--- config.mk ---
export PLATFORM = sky130hd
export DESIGN_NAME = tank_probe_excite_average_level_top
export DESIGN_NICKNAME = d
export VERILOG_FILES = /design/src/sv/tpeal_pkg.sv /design/src/sv/tank_probe_excite_average_level_top.sv /design/src/sv/tpeal_seq.sv
export VERILOG_INCLUDE_DIRS = /design/src /design/src/sv
export SDC_FILE = /design/constraint.sdc
export NUM_CORES = 1
export LEC_CHECK = 0
export BUFFER_PORTS_ARGS = -buffer_cell sky130_fd_sc_hd__buf_2
export CAP_MARGIN = 25
export CORE_UTILIZATION = 30
export CTS_CLUSTER_SIZE = 14
export DETAILED_ROUTE_END_ITERATION = 16
export SETUP_SLACK_MARGIN = 0.15
export SLEW_MARGIN = 20
export SYNTH_ARGS = -nofsm -noshare
export SYNTH_HDL_FRONTEND = slang
export SYNTH_SLANG_ARGS = --single-unit
--- constraint.sdc ---
create_clock -name clk -period 5 [get_ports clk]
set_input_delay 1 -clock clk [delete_from_list [all_inputs] [get_ports clk]]
set_output_delay 1 -clock clk [all_outputs]
set_load 0.005 [all_outputs]
--- src/sv/assert_macros.svh ---
// Assertion helpers shared by the RTL files. ASSERT_CLK expects clk and arst_n in scope, ASSERT_ALWAYS clk.
`ifndef ASSERT_MACROS_SVH
`define ASSERT_MACROS_SVH

// Checked on every rising edge, ignored while reset is asserted
`define ASSERT_CLK(label, prop, msg) \
	label: assert property (@(posedge clk) disable iff (!arst_n) (prop)) else $error(msg);

// Checked on every rising edge, reset included
`define ASSERT_ALWAYS(label, prop, msg) \
	label: assert property (@(posedge clk) (prop)) else $error(msg);

`endif

--- src/sv/tpeal_pkg.sv ---
`timescale 1ns / 1ps

package tpeal_pkg;

	// Defaults for the top-level parameters
	localparam int SAMPLE_COUNT_DEF = 64;
	localparam int ADC_BITS_DEF     = 12;

	// Fixed field widths
	localparam int ADC_IN_W   = 12;
	localparam int ADC_MAX_W  = 16;
	localparam int AVG_W      = 12;
	localparam int THR_W      = 13;
	localparam int TICK_W     = 16;
	localparam int CFG_IDX_W  = 3;
	localparam int CFG_DATA_W = 16;
	localparam int NUM_CH     = 4;

	// Register reset values
	localparam logic [THR_W-1:0]  BLACK_THR_RST   = THR_W'(2048);
	localparam logic [THR_W-1:0]  GRAY_THR_RST    = THR_W'(2048);
	localparam logic [TICK_W-1:0] CYCLE_TICKS_RST = TICK_W'(5000);
	localparam logic [TICK_W-1:0] SETTLE_TICKS_RST = TICK_W'(50);

	// Register indexes
	typedef enum logic [CFG_IDX_W-1:0] {
		REG_MONITOR_ENABLE  = 3'd0,
		REG_BLACK_THRESHOLD = 3'd1,
		REG_GRAY_THRESHOLD  = 3'd2,
		REG_CYCLE_TICKS     = 3'd3,
		REG_SETTLE_TICKS    = 3'd4
	} reg_idx_t;

	// Item kinds
	localparam logic ACT_TICK   = 1'b0;
	localparam logic ACT_SAMPLE = 1'b1;

	// Sequencer phases
	typedef enum logic [2:0] {
		PH_IDLE     = 3'b001,
		PH_EXCITING = 3'b010,
		PH_READING  = 3'b100
	} phase_t;

	typedef struct packed {
		logic                action;
		logic [ADC_IN_W-1:0] adc_black;
		logic [ADC_IN_W-1:0] adc_gray_one;
		logic [ADC_IN_W-1:0] adc_gray_two;
		logic [ADC_IN_W-1:0] adc_gray_three;
	} in_item_t;

	typedef struct packed {
		logic             excite_on;
		logic             black_full;
		logic [1:0]       gray_level;
		logic             level_update;
		logic [AVG_W-1:0] avg_black;
		logic [AVG_W-1:0] avg_gray_one;
		logic [AVG_W-1:0] avg_gray_two;
		logic [AVG_W-1:0] avg_gray_three;
	} out_item_t;

	// Sequencer settings
	typedef struct packed {
		logic              monitor_enable;
		logic [TICK_W-1:0] cycle_ticks;
		logic [TICK_W-1:0] settle_ticks;
	} seq_cfg_t;

	// Per-item status leaving the sequencer
	typedef struct packed {
		logic excite;
		logic done;
	} seq_st_t;

endpackage

--- src/sv/tank_probe_excite_average_level_top.sv ---
`timescale 1ns / 1ps
`include "assert_macros.svh"

// Tank probe sequencer: idle ticks, excite, settle, average SAMPLE_COUNT sample sets.
// Input channel in_valid/in_stall/in_item: one item is a millisecond tick
// (action 0) or one four-channel ADC sample set (action 1).
// Output channel out_valid/out_stall/out_item: exactly one result per item,
// in order, carrying the excite level, latest full flag, gray level, the
// averages and level_update on the item that finished a measurement.
// The item passes three registers: sequencer stage, reciprocal multiply stage
// (average = sum * constant reciprocal), threshold/output stage.
// Throughput is one item per cycle while the output is not stalled; the rate
// is set by the sequencer state update, a combinational next-state loop.
// When out_stall is high the output holds; the two stages in front keep
// filling, so up to two more items are taken before in_stall rises.
// Reset (arst_n low) puts the sequencer in idle, clears counters, sums,
// averages and flags, and loads the register defaults (disabled, thresholds
// 2048, idle limit 5000 ticks, settle limit 50 ticks).
// Configuration: cfg_we writes cfg_data to register cfg_index at the clock edge.
module tank_probe_excite_average_level_top #(
	parameter int SAMPLE_COUNT = tpeal_pkg::SAMPLE_COUNT_DEF,
	parameter int ADC_BITS     = tpeal_pkg::ADC_BITS_DEF
) (
	input  logic                               clk,
	input  logic                               arst_n,
	input  logic                               in_valid,
	output logic                               in_stall,
	input  tpeal_pkg::in_item_t                in_item,
	output logic                               out_valid,
	input  logic                               out_stall,
	output tpeal_pkg::out_item_t               out_item,
	input  logic                               cfg_we,
	input  logic [tpeal_pkg::CFG_IDX_W-1:0]    cfg_index,
	input  logic [tpeal_pkg::CFG_DATA_W-1:0]   cfg_data
);

	localparam int SUM_W   = ADC_BITS + $clog2(SAMPLE_COUNT + 1);
	localparam int L_W     = $clog2(SAMPLE_COUNT);
	localparam int SHIFT   = SUM_W + L_W;
	localparam int REC_W   = SUM_W + 1;
	localparam int PROD_W  = SUM_W + REC_W;
	// floor(2^SHIFT / N) + 1 gives an exact floor quotient for any SUM_W-bit sum
	localparam logic [63:0] RECIP = ((64'd1 << SHIFT) / 64'(SAMPLE_COUNT)) + 64'd1;

	logic                                   en_q;
	logic [tpeal_pkg::THR_W-1:0]            black_thr_q, gray_thr_q;
	logic [tpeal_pkg::TICK_W-1:0]           cycle_ticks_q, settle_ticks_q;
	tpeal_pkg::seq_cfg_t                    seq_cfg;

	logic                                   adv1, adv2, adv3, accept;
	logic                                   valid_s1, valid_s2;
	tpeal_pkg::seq_st_t                     st_s1, st_s2;
	logic [tpeal_pkg::NUM_CH-1:0][SUM_W-1:0] sums_s1;
	logic [tpeal_pkg::NUM_CH-1:0][tpeal_pkg::AVG_W-1:0] quot, quot_s2;
	logic [PROD_W-1:0]                      prod [tpeal_pkg::NUM_CH];
	logic [PROD_W-1:0]                      prod_sh [tpeal_pkg::NUM_CH];
	logic                                   full_n;
	logic [2:0]                             wet_bits;
	logic [1:0]                             wet_n;
	tpeal_pkg::out_item_t                   out_q;

	// Configuration registers
	always_ff @(posedge clk or negedge arst_n) begin
		if (!arst_n) begin
			en_q           <= 1'b0;
			black_thr_q    <= tpeal_pkg::BLACK_THR_RST;
			gray_thr_q     <= tpeal_pkg::GRAY_THR_RST;
			cycle_ticks_q  <= tpeal_pkg::CYCLE_TICKS_RST;
			settle_ticks_q <= tpeal_pkg::SETTLE_TICKS_RST;
		end else if (cfg_we) begin
			case (cfg_index)
				tpeal_pkg::REG_MONITOR_ENABLE:  en_q           <= cfg_data[0];
				tpeal_pkg::REG_BLACK_THRESHOLD: black_thr_q    <= cfg_data[tpeal_pkg::THR_W-1:0];
				tpeal_pkg::REG_GRAY_THRESHOLD:  gray_thr_q     <= cfg_data[tpeal_pkg::THR_W-1:0];
				tpeal_pkg::REG_CYCLE_TICKS:     cycle_ticks_q  <= cfg_data;
				tpeal_pkg::REG_SETTLE_TICKS:    settle_ticks_q <= cfg_data;
				default: ;
			endcase
		end
	end

	assign seq_cfg.monitor_enable = en_q;
	assign seq_cfg.cycle_ticks    = cycle_ticks_q;
	assign seq_cfg.settle_ticks   = settle_ticks_q;

	// Pipeline advance: a stage moves when empty or when the next one moves
	assign adv3     = !out_valid || !out_stall;
	assign adv2     = !valid_s2 || adv3;
	assign adv1     = !valid_s1 || adv2;
	assign in_stall = !adv1;
	assign accept   = in_valid && adv1;

	tpeal_seq #(
		.SAMPLE_COUNT(SAMPLE_COUNT),
		.ADC_BITS    (ADC_BITS),
		.SUM_W       (SUM_W)
	) u_seq (
		.clk    (clk),
		.arst_n (arst_n),
		.accept (accept),
		.item   (in_item),
		.cfg    (seq_cfg),
		.st_s1  (st_s1),
		.sums_s1(sums_s1)
	);

	always_ff @(posedge clk or negedge arst_n) begin
		if (!arst_n) begin
			valid_s1 <= 1'b0;
		end else if (adv1) begin
			valid_s1 <= in_valid;
		end
	end

	// Divide each sum by the sample count through the reciprocal
	always_comb begin
		for (int i = 0; i < tpeal_pkg::NUM_CH; i++) begin
			prod[i]    = PROD_W'(sums_s1[i]) * PROD_W'(RECIP[REC_W-1:0]);
			prod_sh[i] = prod[i] >> SHIFT;
			quot[i]    = prod_sh[i][tpeal_pkg::AVG_W-1:0];
		end
	end

	// Stage 2: averages
	always_ff @(posedge clk or negedge arst_n) begin
		if (!arst_n) begin
			valid_s2 <= 1'b0;
			st_s2    <= '0;
		end else if (adv2) begin
			valid_s2 <= valid_s1;
			st_s2    <= st_s1;
		end
	end

	always_ff @(posedge clk) begin
		if (adv2) begin
			quot_s2 <= quot;
		end
	end

	// Threshold compares
	assign full_n      = {1'b0, quot_s2[0]} < black_thr_q;
	assign wet_bits[0] = {1'b0, quot_s2[1]} < gray_thr_q;
	assign wet_bits[1] = {1'b0, quot_s2[2]} < gray_thr_q;
	assign wet_bits[2] = {1'b0, quot_s2[3]} < gray_thr_q;
	assign wet_n       = {1'b0, wet_bits[0]} + {1'b0, wet_bits[1]} + {1'b0, wet_bits[2]};

	// Stage 3: output register, which also holds the latest results
	always_ff @(posedge clk or negedge arst_n) begin
		if (!arst_n) begin
			out_valid <= 1'b0;
			out_q     <= '0;
		end else if (adv3) begin
			out_valid <= valid_s2;
			if (valid_s2) begin
				out_q.excite_on    <= st_s2.excite;
				out_q.level_update <= st_s2.done;
				if (st_s2.done) begin
					out_q.black_full     <= full_n;
					out_q.gray_level     <= wet_n;
					out_q.avg_black      <= quot_s2[0];
					out_q.avg_gray_one   <= quot_s2[1];
					out_q.avg_gray_two   <= quot_s2[2];
					out_q.avg_gray_three <= quot_s2[3];
				end
			end
		end
	end

	assign out_item = out_q;

	`ASSERT_CLK(a_done_drops_excite,
		(out_valid && out_item.level_update) |-> !out_item.excite_on,
		"measurement finished with excite still on")
	`ASSERT_CLK(a_disabled_no_done,
		(accept && !en_q) |=> !st_s1.done,
		"measurement finished while disabled")
	`ASSERT_ALWAYS(a_stall_blocks_input,
		(out_valid && out_stall && valid_s2 && valid_s1) |-> in_stall,
		"input taken with a full pipeline")

endmodule

--- src/sv/tpeal_seq.sv ---
`timescale 1ns / 1ps
`include "assert_macros.svh"

module tpeal_seq #(
	parameter int SAMPLE_COUNT = tpeal_pkg::SAMPLE_COUNT_DEF,
	parameter int ADC_BITS     = tpeal_pkg::ADC_BITS_DEF,
	parameter int SUM_W        = ADC_BITS + $clog2(SAMPLE_COUNT + 1)
) (
	input  logic                                   clk,
	input  logic                                   arst_n,
	input  logic                                   accept,
	input  tpeal_pkg::in_item_t                    item,
	input  tpeal_pkg::seq_cfg_t                    cfg,
	output tpeal_pkg::seq_st_t                     st_s1,
	output logic [tpeal_pkg::NUM_CH-1:0][SUM_W-1:0] sums_s1
);

	localparam int CNT_W = $clog2(SAMPLE_COUNT + 1);
	localparam logic [tpeal_pkg::ADC_MAX_W-1:0] SAMP_MASK =
		tpeal_pkg::ADC_MAX_W'((32'd1 << ADC_BITS) - 32'd1);

	tpeal_pkg::phase_t                      phase_q, phase_n;
	logic [tpeal_pkg::TICK_W-1:0]           tick_q, tick_n, tick_inc, limit;
	logic [CNT_W-1:0]                       cnt_q, cnt_n, cnt_inc;
	logic [tpeal_pkg::NUM_CH-1:0][SUM_W-1:0] sums_q, sums_n;
	logic [tpeal_pkg::NUM_CH-1:0][tpeal_pkg::ADC_IN_W-1:0] samp;
	logic                                   done;

	assign samp[0] = item.adc_black;
	assign samp[1] = item.adc_gray_one;
	assign samp[2] = item.adc_gray_two;
	assign samp[3] = item.adc_gray_three;

	assign tick_inc = (tick_q == '1) ? tick_q : tick_q + 1'b1;
	assign limit    = (phase_q == tpeal_pkg::PH_IDLE) ? cfg.cycle_ticks : cfg.settle_ticks;
	assign cnt_inc  = cnt_q + 1'b1;

	// Next state for one item
	always_comb begin
		phase_n = phase_q;
		tick_n  = tick_q;
		cnt_n   = cnt_q;
		sums_n  = sums_q;
		done    = 1'b0;
		if (cfg.monitor_enable) begin
			if (item.action == tpeal_pkg::ACT_TICK) begin
				if (phase_q != tpeal_pkg::PH_READING) begin
					tick_n = tick_inc;
					if (tick_inc >= limit) begin
						tick_n = '0;
						if (phase_q == tpeal_pkg::PH_IDLE) begin
							phase_n = tpeal_pkg::PH_EXCITING;
						end else begin
							phase_n = tpeal_pkg::PH_READING;
							cnt_n   = '0;
							sums_n  = '0;
						end
					end
				end
			end else if (phase_q == tpeal_pkg::PH_READING) begin
				for (int i = 0; i < tpeal_pkg::NUM_CH; i++) begin
					sums_n[i] = sums_q[i] + SUM_W'(tpeal_pkg::ADC_MAX_W'(samp[i]) & SAMP_MASK);
				end
				cnt_n = cnt_inc;
				if (cnt_inc >= CNT_W'(SAMPLE_COUNT)) begin
					done    = 1'b1;
					cnt_n   = '0;
					tick_n  = '0;
					phase_n = tpeal_pkg::PH_IDLE;
				end
			end
		end
	end

	// Sequencer state
	always_ff @(posedge clk or negedge arst_n) begin
		if (!arst_n) begin
			phase_q <= tpeal_pkg::PH_IDLE;
			tick_q  <= '0;
			cnt_q   <= '0;
			sums_q  <= '0;
		end else if (accept) begin
			phase_q <= phase_n;
			tick_q  <= tick_n;
			cnt_q   <= cnt_n;
			sums_q  <= sums_n;
		end
	end

	// Stage 1 status and the sums including this item
	always_ff @(posedge clk or negedge arst_n) begin
		if (!arst_n) begin
			st_s1 <= '0;
		end else if (accept) begin
			st_s1.excite <= (phase_n != tpeal_pkg::PH_IDLE);
			st_s1.done   <= done;
		end
	end

	always_ff @(posedge clk) begin
		if (accept) begin
			sums_s1 <= sums_n;
		end
	end

	`ASSERT_CLK(a_cnt_only_reading,
		(cnt_q != '0) |-> (phase_q == tpeal_pkg::PH_READING),
		"sample count running outside reading")
	`ASSERT_CLK(a_tick_not_reading,
		(tick_q != '0) |-> (phase_q != tpeal_pkg::PH_READING),
		"tick count running during reading")
	`ASSERT_CLK(a_done_in_reading,
		done |-> (phase_q == tpeal_pkg::PH_READING),
		"measurement finished outside reading")

endmodule

==> results of run 1 <==
area by class of cell:
type                            count  area [um^2]
Tap cell                          748          936
Multi-Input combinational cell   1080         8020
Inverter                           61          229
Timing Repair Buffer              151          823
Clock inverter                     22          275
Fill cell                        5518        35500
Sequential cell                   313         8330
Clock buffer                       48         1020
state kept, by name (all words and copies together), names as in the netlist, named ones only:
name            count
settle_ticks_q     16
u_seq.tick_q       16
u_seq.sums_s1      48
en_q                1
gray_thr_q         13
u_seq.st_s1         2
black_thr_q        13
out_item           53
valid_s2            1
cycle_ticks_q      16
u_seq.sums_q       48
u_seq.cnt_q         7
st_s2               2
valid_s1            1
out_valid           1
u_seq.phase_q       3
quot_s2            48
critical path, cell delays in order, from the launching register on:
cell,delay (ns)
dfrtp_1,0.47
nand4_1,0.18
nor3_1,0.47
a31oi_1,0.33
nor2b_1,0.25
xnor2_1,0.14
ha_1,0.29
nand4_1,0.12
nor4_2,0.46
a311oi_2,0.22
a21boi_2,0.39
o21ai_1,0.38
a221o_1,0.40
stage by stage:
stage	util, %	power, mW	instances	hold WS, ns
6_report	35.6	7.35	2423	0.418
5_1_grt	35.6	7.73	2423	0.422
4_1_cts	35.6	7.43	2422	0.419
3_5_place_dp	33.3	4.55	2352	0.405
3_3_place_gp	33.3	4.49	2352	0.402
2_1_floorplan	-	4.08	1505	0.400
cells in the final DEF (no fill, tap or decap), types with 7 or more instances in the layout:
| cell type | synthesis | routed |
|---|---|---|
| and3_1 | 22 | 22 |
| a31oi_1 | 36 | 36 |
| xor2_1 | 13 | 13 |
| o2bb2ai_1 | 12 | 12 |
| nand3_1 | 52 | 50 |
| edfxtp_1 | 96 | 96 |
| buf_2 | 14 | 127 |
| o22ai_1 | 8 | 8 |
| a211o_1 | 10 | 10 |
| o211ai_1 | 25 | 25 |
| o21ai_1 | 16 | 16 |
| nand4_1 | 9 | 9 |
| clkbuf_1 | 33 | 8 |
| nor2b_1 | 13 | 13 |
| nor3_1 | 19 | 18 |
| a22o_1 | 57 | 57 |
| or3_1 | 13 | 13 |
| ha_1 | 114 | 114 |
| clkinv_2 | 0 | 8 |
| nand2b_1 | 28 | 28 |
| dfrtp_1 | 206 | 206 |
| o21a_1 | 21 | 21 |
| mux2_2 | 92 | 92 |
| clkinvlp_4 | 0 | 7 |
| a21oi_1 | 79 | 79 |
| dfstp_2 | 11 | 11 |
| xnor2_1 | 30 | 30 |
| o21ai_0 | 70 | 70 |
| a21o_1 | 19 | 19 |
| nor2_1 | 64 | 64 |
| clkbuf_16 | 0 | 39 |
| mux2i_1 | 19 | 19 |
| inv_1 | 60 | 59 |
| nand2_1 | 123 | 123 |
| nor4_1 | 7 | 7 |
| buf_4 | 2 | 23 |
worst paths after layout:
kind	endpoint	cells past startpoint
hold reg to reg	quot_s2[42]	0
max in group asynchronous	out_item[48]	2
setup reg to reg	u_seq.sums_q[8]	12
min in group asynchronous	asynchronous set/reset pin	1
hold / removal	quot_s2[42]	0
setup / recovery	u_seq.sums_q[8]	12
cell families (layout without fill, tap and decap cells):
group,after synthesis,after routing,share of synthesized area (%)
compound gates,431,431,17.9
simple gates,376,376,11.1
flops,313,313,49.7
fa+ha+maj,119,119,9.11
buf+inv,112,282,2.66
mux,111,111,7.32
xor+xnor,43,43,2.25
per-layer routing:
metal,track usage (%),vias up
li1,-,5962
met1,22.4,6128
met2,24.4,328
met3,2.82,47
met4,3.54,0
met5,0,-
power by group:
part | leakage [nW] | switching (mW) | internal [mW]
clock | 0.614 | 1.13 | 1.72
combinational | 4.29 | 0.770 | 0.562
sequential | 3.75 | 0.211 | 2.96
==> results.md, run 1 <==
* Share of layout cells above drive strength 1 at 20.1%
* Mapped Cells at 1505
* Pre-CTS setup slack at 0.811 ns
* Area Overhead vs Synth at 17.1%
* Clk root buf: clkbuf_16
* Overflow after GRT at 0
* Post-synth ARST share at 69.3%
* Final setup viols at 0
* Top post-synthesis cells by area: dfrtp_1, edfxtp_1, ha_1, mux2_2, a22o_1
* Chip width at 238 um
* HP Class: register to register
* Skew final at 0.0250 ns
* Max_cap viols at 0
* CP required at 5.42 ns
* Antenna diodes at 0
* Reg-to-reg slack, setup at 0.75 ns
* Port bufs at 127
* Most frequent cell after synthesis: dfrtp_1
* Largest net degree at the start of global routing at 94
* Status: complete, no violations
* Slew Limit Fails at 0
* Min-delay src: u_seq.sums_s1[69]
* Cts hold-fix bufs at 0
* Synth cell count leaders: dfrtp_1, nand2_1, ha_1
* Placed wire-length estimate at 33.2 mm
* Avg Cell Area, Syn at 11.1 um^2
* Core Region at 55100 um^2
* Achievable Freq at 0.235 GHz
* Top cell type's share of synthesized area at 30.8%
* First drt pass iteration count at 6
* Clk_lat worst skew at 0.56 ns
* Post-CTS Setup Bufs at 0
* H-tree levels at 2
* Vias after detailed routing at 12500
* CTS tree: done
* Total track usage at 15.7%
* Final hold vios at 0
* Final min period at 4.25 ns
* Synth area leader: dfrtp_1
* CP Class: register to register
* Worst-margin pin slew at 0.940 ns
* Post-route DRC at 0
* Synth warnings at 0
* Met2 wire len at 20.0 mm
* CTS max path bufs at 3
* Die ar. at 56800 um^2
* Startpoint types: register
* Final worst-path cycle share at 85.1%
* CTS clk-pin slew, worst paths at 0.06 ns
* Antenna violations before repair at 0
* Cell variety after synth at 78
* DR WL met3 at 2.32 mm
* Inserted Clock Buffers at 38
* Drt wl/cell at 18.4 um
* Post-DRT Antenna Nets at 0
* Synthesized cell area at 16800 um^2
* Site Rows at 86
* CP Data Arrival Time at 4.67 ns
* Reg-to-reg critical path startpoint: u_seq.tick_q[4]
* Crit path from: u_seq.tick_q[4]
* Vias in the first global route at 12100
* Nets@finish at 1837
* Register area share after synthesis at 49.7%
* Setup WS post-layout at 0.746 ns
* Post-synth EDFFs at 96
* Die Ht at 238 um
* Post-Route M1 WL at 21.6 mm
* DR vias/cell at 5.14
* First-pass GRT wire length at 69.3 mm
* IO Pins at 128
* Routed WL at 44.6 mm
* Setup TNS at 0 ns
* Starting density of the core at 30.4%
* DP Area at 18300 um^2
* Mapped Nets at 1697
* Power density over the cells at 374 nW/um^2
* DR top layer: met4
* Most used DFF post-synth: dfrtp_1
* Iteration-0 DRC Markers at 919
* Post-cts repair resize count at 0
* # clock sinks at 313
* Leakage at 8.65 nW
* Gpl congestion at 0.876
* Setup crit end kind: register
* Seq cells post-synth at 313
* VDD IR max at 0.192 mV
* RSZ-0062 raised after global routing: no
* Design Area, Final at 19600 um^2
* Worst-path fanout max at 12
* Worst rel slew slack at 37.2%
(Power assumes the default switching activity.)
==> inputs of run 2 (changes only) <==
--- a/config.mk
+++ b/config.mk
@@ -11,8 +11,8 @@
 export CORE_UTILIZATION = 30
 export CTS_CLUSTER_SIZE = 14
 export DETAILED_ROUTE_END_ITERATION = 16
+export REMOVE_ABC_BUFFERS = 1
 export SETUP_SLACK_MARGIN = 0.15
-export SLEW_MARGIN = 20
 export SYNTH_ARGS = -nofsm -noshare
 export SYNTH_HDL_FRONTEND = slang
 export SYNTH_SLANG_ARGS = --single-unit
==> results.md, run 2 (same netlist as run 1, synthesis figures left out) <==
* Status: complete, no violations
* Area Overhead vs Synth at 17.1% (about the same)
* Die ar. at 56800 um^2 (unchanged)
* Slew Limit Fails at 0 (unchanged)
* Power density over the cells at 371 nW/um^2 (-0.95%)
* Commonest non-fill, non-tap cell in the layout: dfrtp_1
* Site Rows at 86 (unchanged)
* Setup TNS at 0 ns (unchanged)
* Skew final at 0.0160 ns (-0.00898 ns)
* DR WL met3 at 2.07 mm (-11%)
* RSZ-0062 raised after global routing: no
* First-pass GRT wire length at 70.4 mm (+1.5%)
* Final worst-path cycle share at 84.7% (-0.42 points)
* Sw Pwr at 2.09 mW (-0.82%)
* Post-DRT Antenna Nets at 0 (unchanged)
* Vias in the first global route at 12100 (+0.47%)
* Vias after detailed routing at 12400 (-0.60%)
* CTS max path bufs at 3 (unchanged)
* CP Data Arrival Time at 4.51 ns (-0.16 ns)
* Share of layout cells above drive strength 1 at 20.0% (-0.11 points)
* Number of flip-flops in the largest register at 53 (unchanged)
* Post-route DRC at 0 (unchanged)
* Clock power frac at 38.0% (-0.7 points)
* Clk root buf: clkbuf_16
* Post-cts repair resize count at 0 (unchanged)
* H-tree levels at 2 (unchanged)
* First drt pass iteration count at 7 (+1)
* Share of total power in combinational logic at 18.6% (+0.5 points)
* Total track usage at 16.0% (+0.32 points)
* Overflow after GRT at 0 (unchanged)
* HP Class: register to register
* Routed WL at 44.8 mm (+0.52%)
* Met2 wire len at 20.1 mm (+0.42%)
* Antenna violations before repair at 3 (+3)
* Worst rel slew slack at 33.8% (-3.4 points)
* Die Ht at 238 um (unchanged)
* Switch share at 28.7% (+0.049 points)
* CTS clk-pin slew, worst paths at 0.06 ns (about the same)
* Iteration-0 DRC Markers at 812 (-12%)
* CTS tree: done
* Worst-path fanout max at 9 (-3)
* Internal at 5.18 mW (-1.1%)
* Setup crit end kind: register
* VDD IR max at 0.242 mV (+26%)
* Max_cap viols at 0 (unchanged)
* Most frequent cells in the layout: dfrtp_1, buf_2, nand2_1
* Nets@finish at 1837 (unchanged)
* Placed wire-length estimate at 33.0 mm (-0.43%)
* Starting density of the core at 30.4% (unchanged)
* Clk_lat worst skew at 0.56 ns (about the same)
* Inserted Clock Buffers at 37 (-2.6%)
* CP max stage cell: a31oi_1
* Filler cells at 5480 (-0.69%)
* CP bufs+invs at 0 (unchanged)
* Startpoint types: register
* Chip width at 238 um (unchanged)
* IO Pins at 128 (unchanged)
* Gpl congestion at 0.858 (-2.1%)
* Final min period at 4.23 ns (-0.0212 ns)
* Post-Route M1 WL at 21.5 mm (-0.39%)
* CP Class: register to register
* Final setup viols at 0 (unchanged)
* # clock sinks at 313 (unchanged)
* Worst path cell trace: ha_1, nand3_1, a31oi_1, nand3_1, xnor2_1, ha_1, nand4_1, nor4_2, a311oi_2, a21boi_2, o211ai_2, a22o_1
* Final hold vios at 0 (unchanged)
* Leakage at 8.66 nW (+0.13%)
* Part of the power in registers at 43.4% (+0.3 points)
* CP required at 5.28 ns (-0.14 ns)
* Final hold slack at 0.416 ns (-0.00248 ns)
* Max stage delay on crit path at 0.57 ns (+0.10 ns)
* Largest net degree at the start of global routing at 103 (+9.6%)
* Delay-heaviest family, CP: compound AO/OA/AOI/OAI gates
* Drt wl/cell at 18.5 um (+0.52%)
* Core Region at 55100 um^2 (unchanged)
* DR top layer: met5
* Cts hold-fix bufs at 0 (unchanged)
* Port bufs at 127 (unchanged)
* Achievable Freq at 0.236 GHz (+0.50%)
* Post-CTS Setup Bufs at 0 (unchanged)
* DR vias/cell at 5.11 (-0.60%)
* Worst-margin pin slew at 0.991 ns (+0.0508 ns)
## run 2: through the flow
stage          util, %  setup slack [ns]  power [mW]  instances  area [um^2]
4_1_cts           35.6             0.797        7.36       2421        19600
2_1_floorplan        -          0.000556        4.06       1454        16500
6_report          35.6             0.767        7.28       2423        19600
3_5_place_dp      33.3             0.833        4.56       2353        18400
3_3_place_gp      33.3             0.584        4.50       2352        18300
5_1_grt           35.6             0.476        7.67       2422        19600
## run 2: final cells by class
class | instances | area, um^2 | share of cell area, %
well taps | 748 | 936 | 4.77
multi-input cells | 1080 | 8020 | 40.9
clock buffers | 52 | 1070 | 5.48
diodes | 1 | 2.50 | 0.0128
inverters | 61 | 229 | 1.17
flip-flops and latches | 313 | 8330 | 42.4
clock inverters | 16 | 169 | 0.861
repair buffers | 152 | 866 | 4.41
## run 2: layer usage
layer | GRT usage [%] | vias up
li1 | - | 5963
met1 | 22.6 | 6061
met2 | 24.8 | 303
met3 | 2.38 | 61
met4 | 5.42 | 2
met5 | 0 | -
## run 2: worst reg2reg max path, delay by kind of cell, from the launching register on
kind	cells	cell delay, ns
xor+xnor	1	0.19
compound gates	5	1.89
flops	1	0.44
simple gates	4	0.91
fa+ha+maj	2	0.55
## run 2: power by group through the flow
| stage | Combinational (mW) | Clock (mW) | Sequential, mW |
|---|---|---|---|
| finish | 1.35 | 2.77 | 3.16 |
| global route | 1.54 | 2.95 | 3.19 |
| CTS | 1.36 | 2.84 | 3.15 |
| detailed placement | 1.36 | 0 | 3.20 |
| global placement | 1.31 | 0 | 3.19 |
| floorplan | 0.942 | 0 | 3.12 |
## run 2: path summary, 6_finish.rpt
kind	start	cells past startpoint	slack [ns]	to
max in group asynchronous	arst_n	2	3.44	cycle_ticks_q[9]
worst min-delay path	u_seq.sums_s1[48]	0	0.42	quot_s2[28]
worst min register to register	u_seq.sums_s1[48]	0	0.42	quot_s2[28]
worst max-delay path	u_seq.tick_q[0]	12	0.77	u_seq.sums_s1[27]
worst max register to register	u_seq.tick_q[0]	12	0.77	u_seq.sums_s1[27]
min in group asynchronous	arst_n	1	0.49	out_item[52]
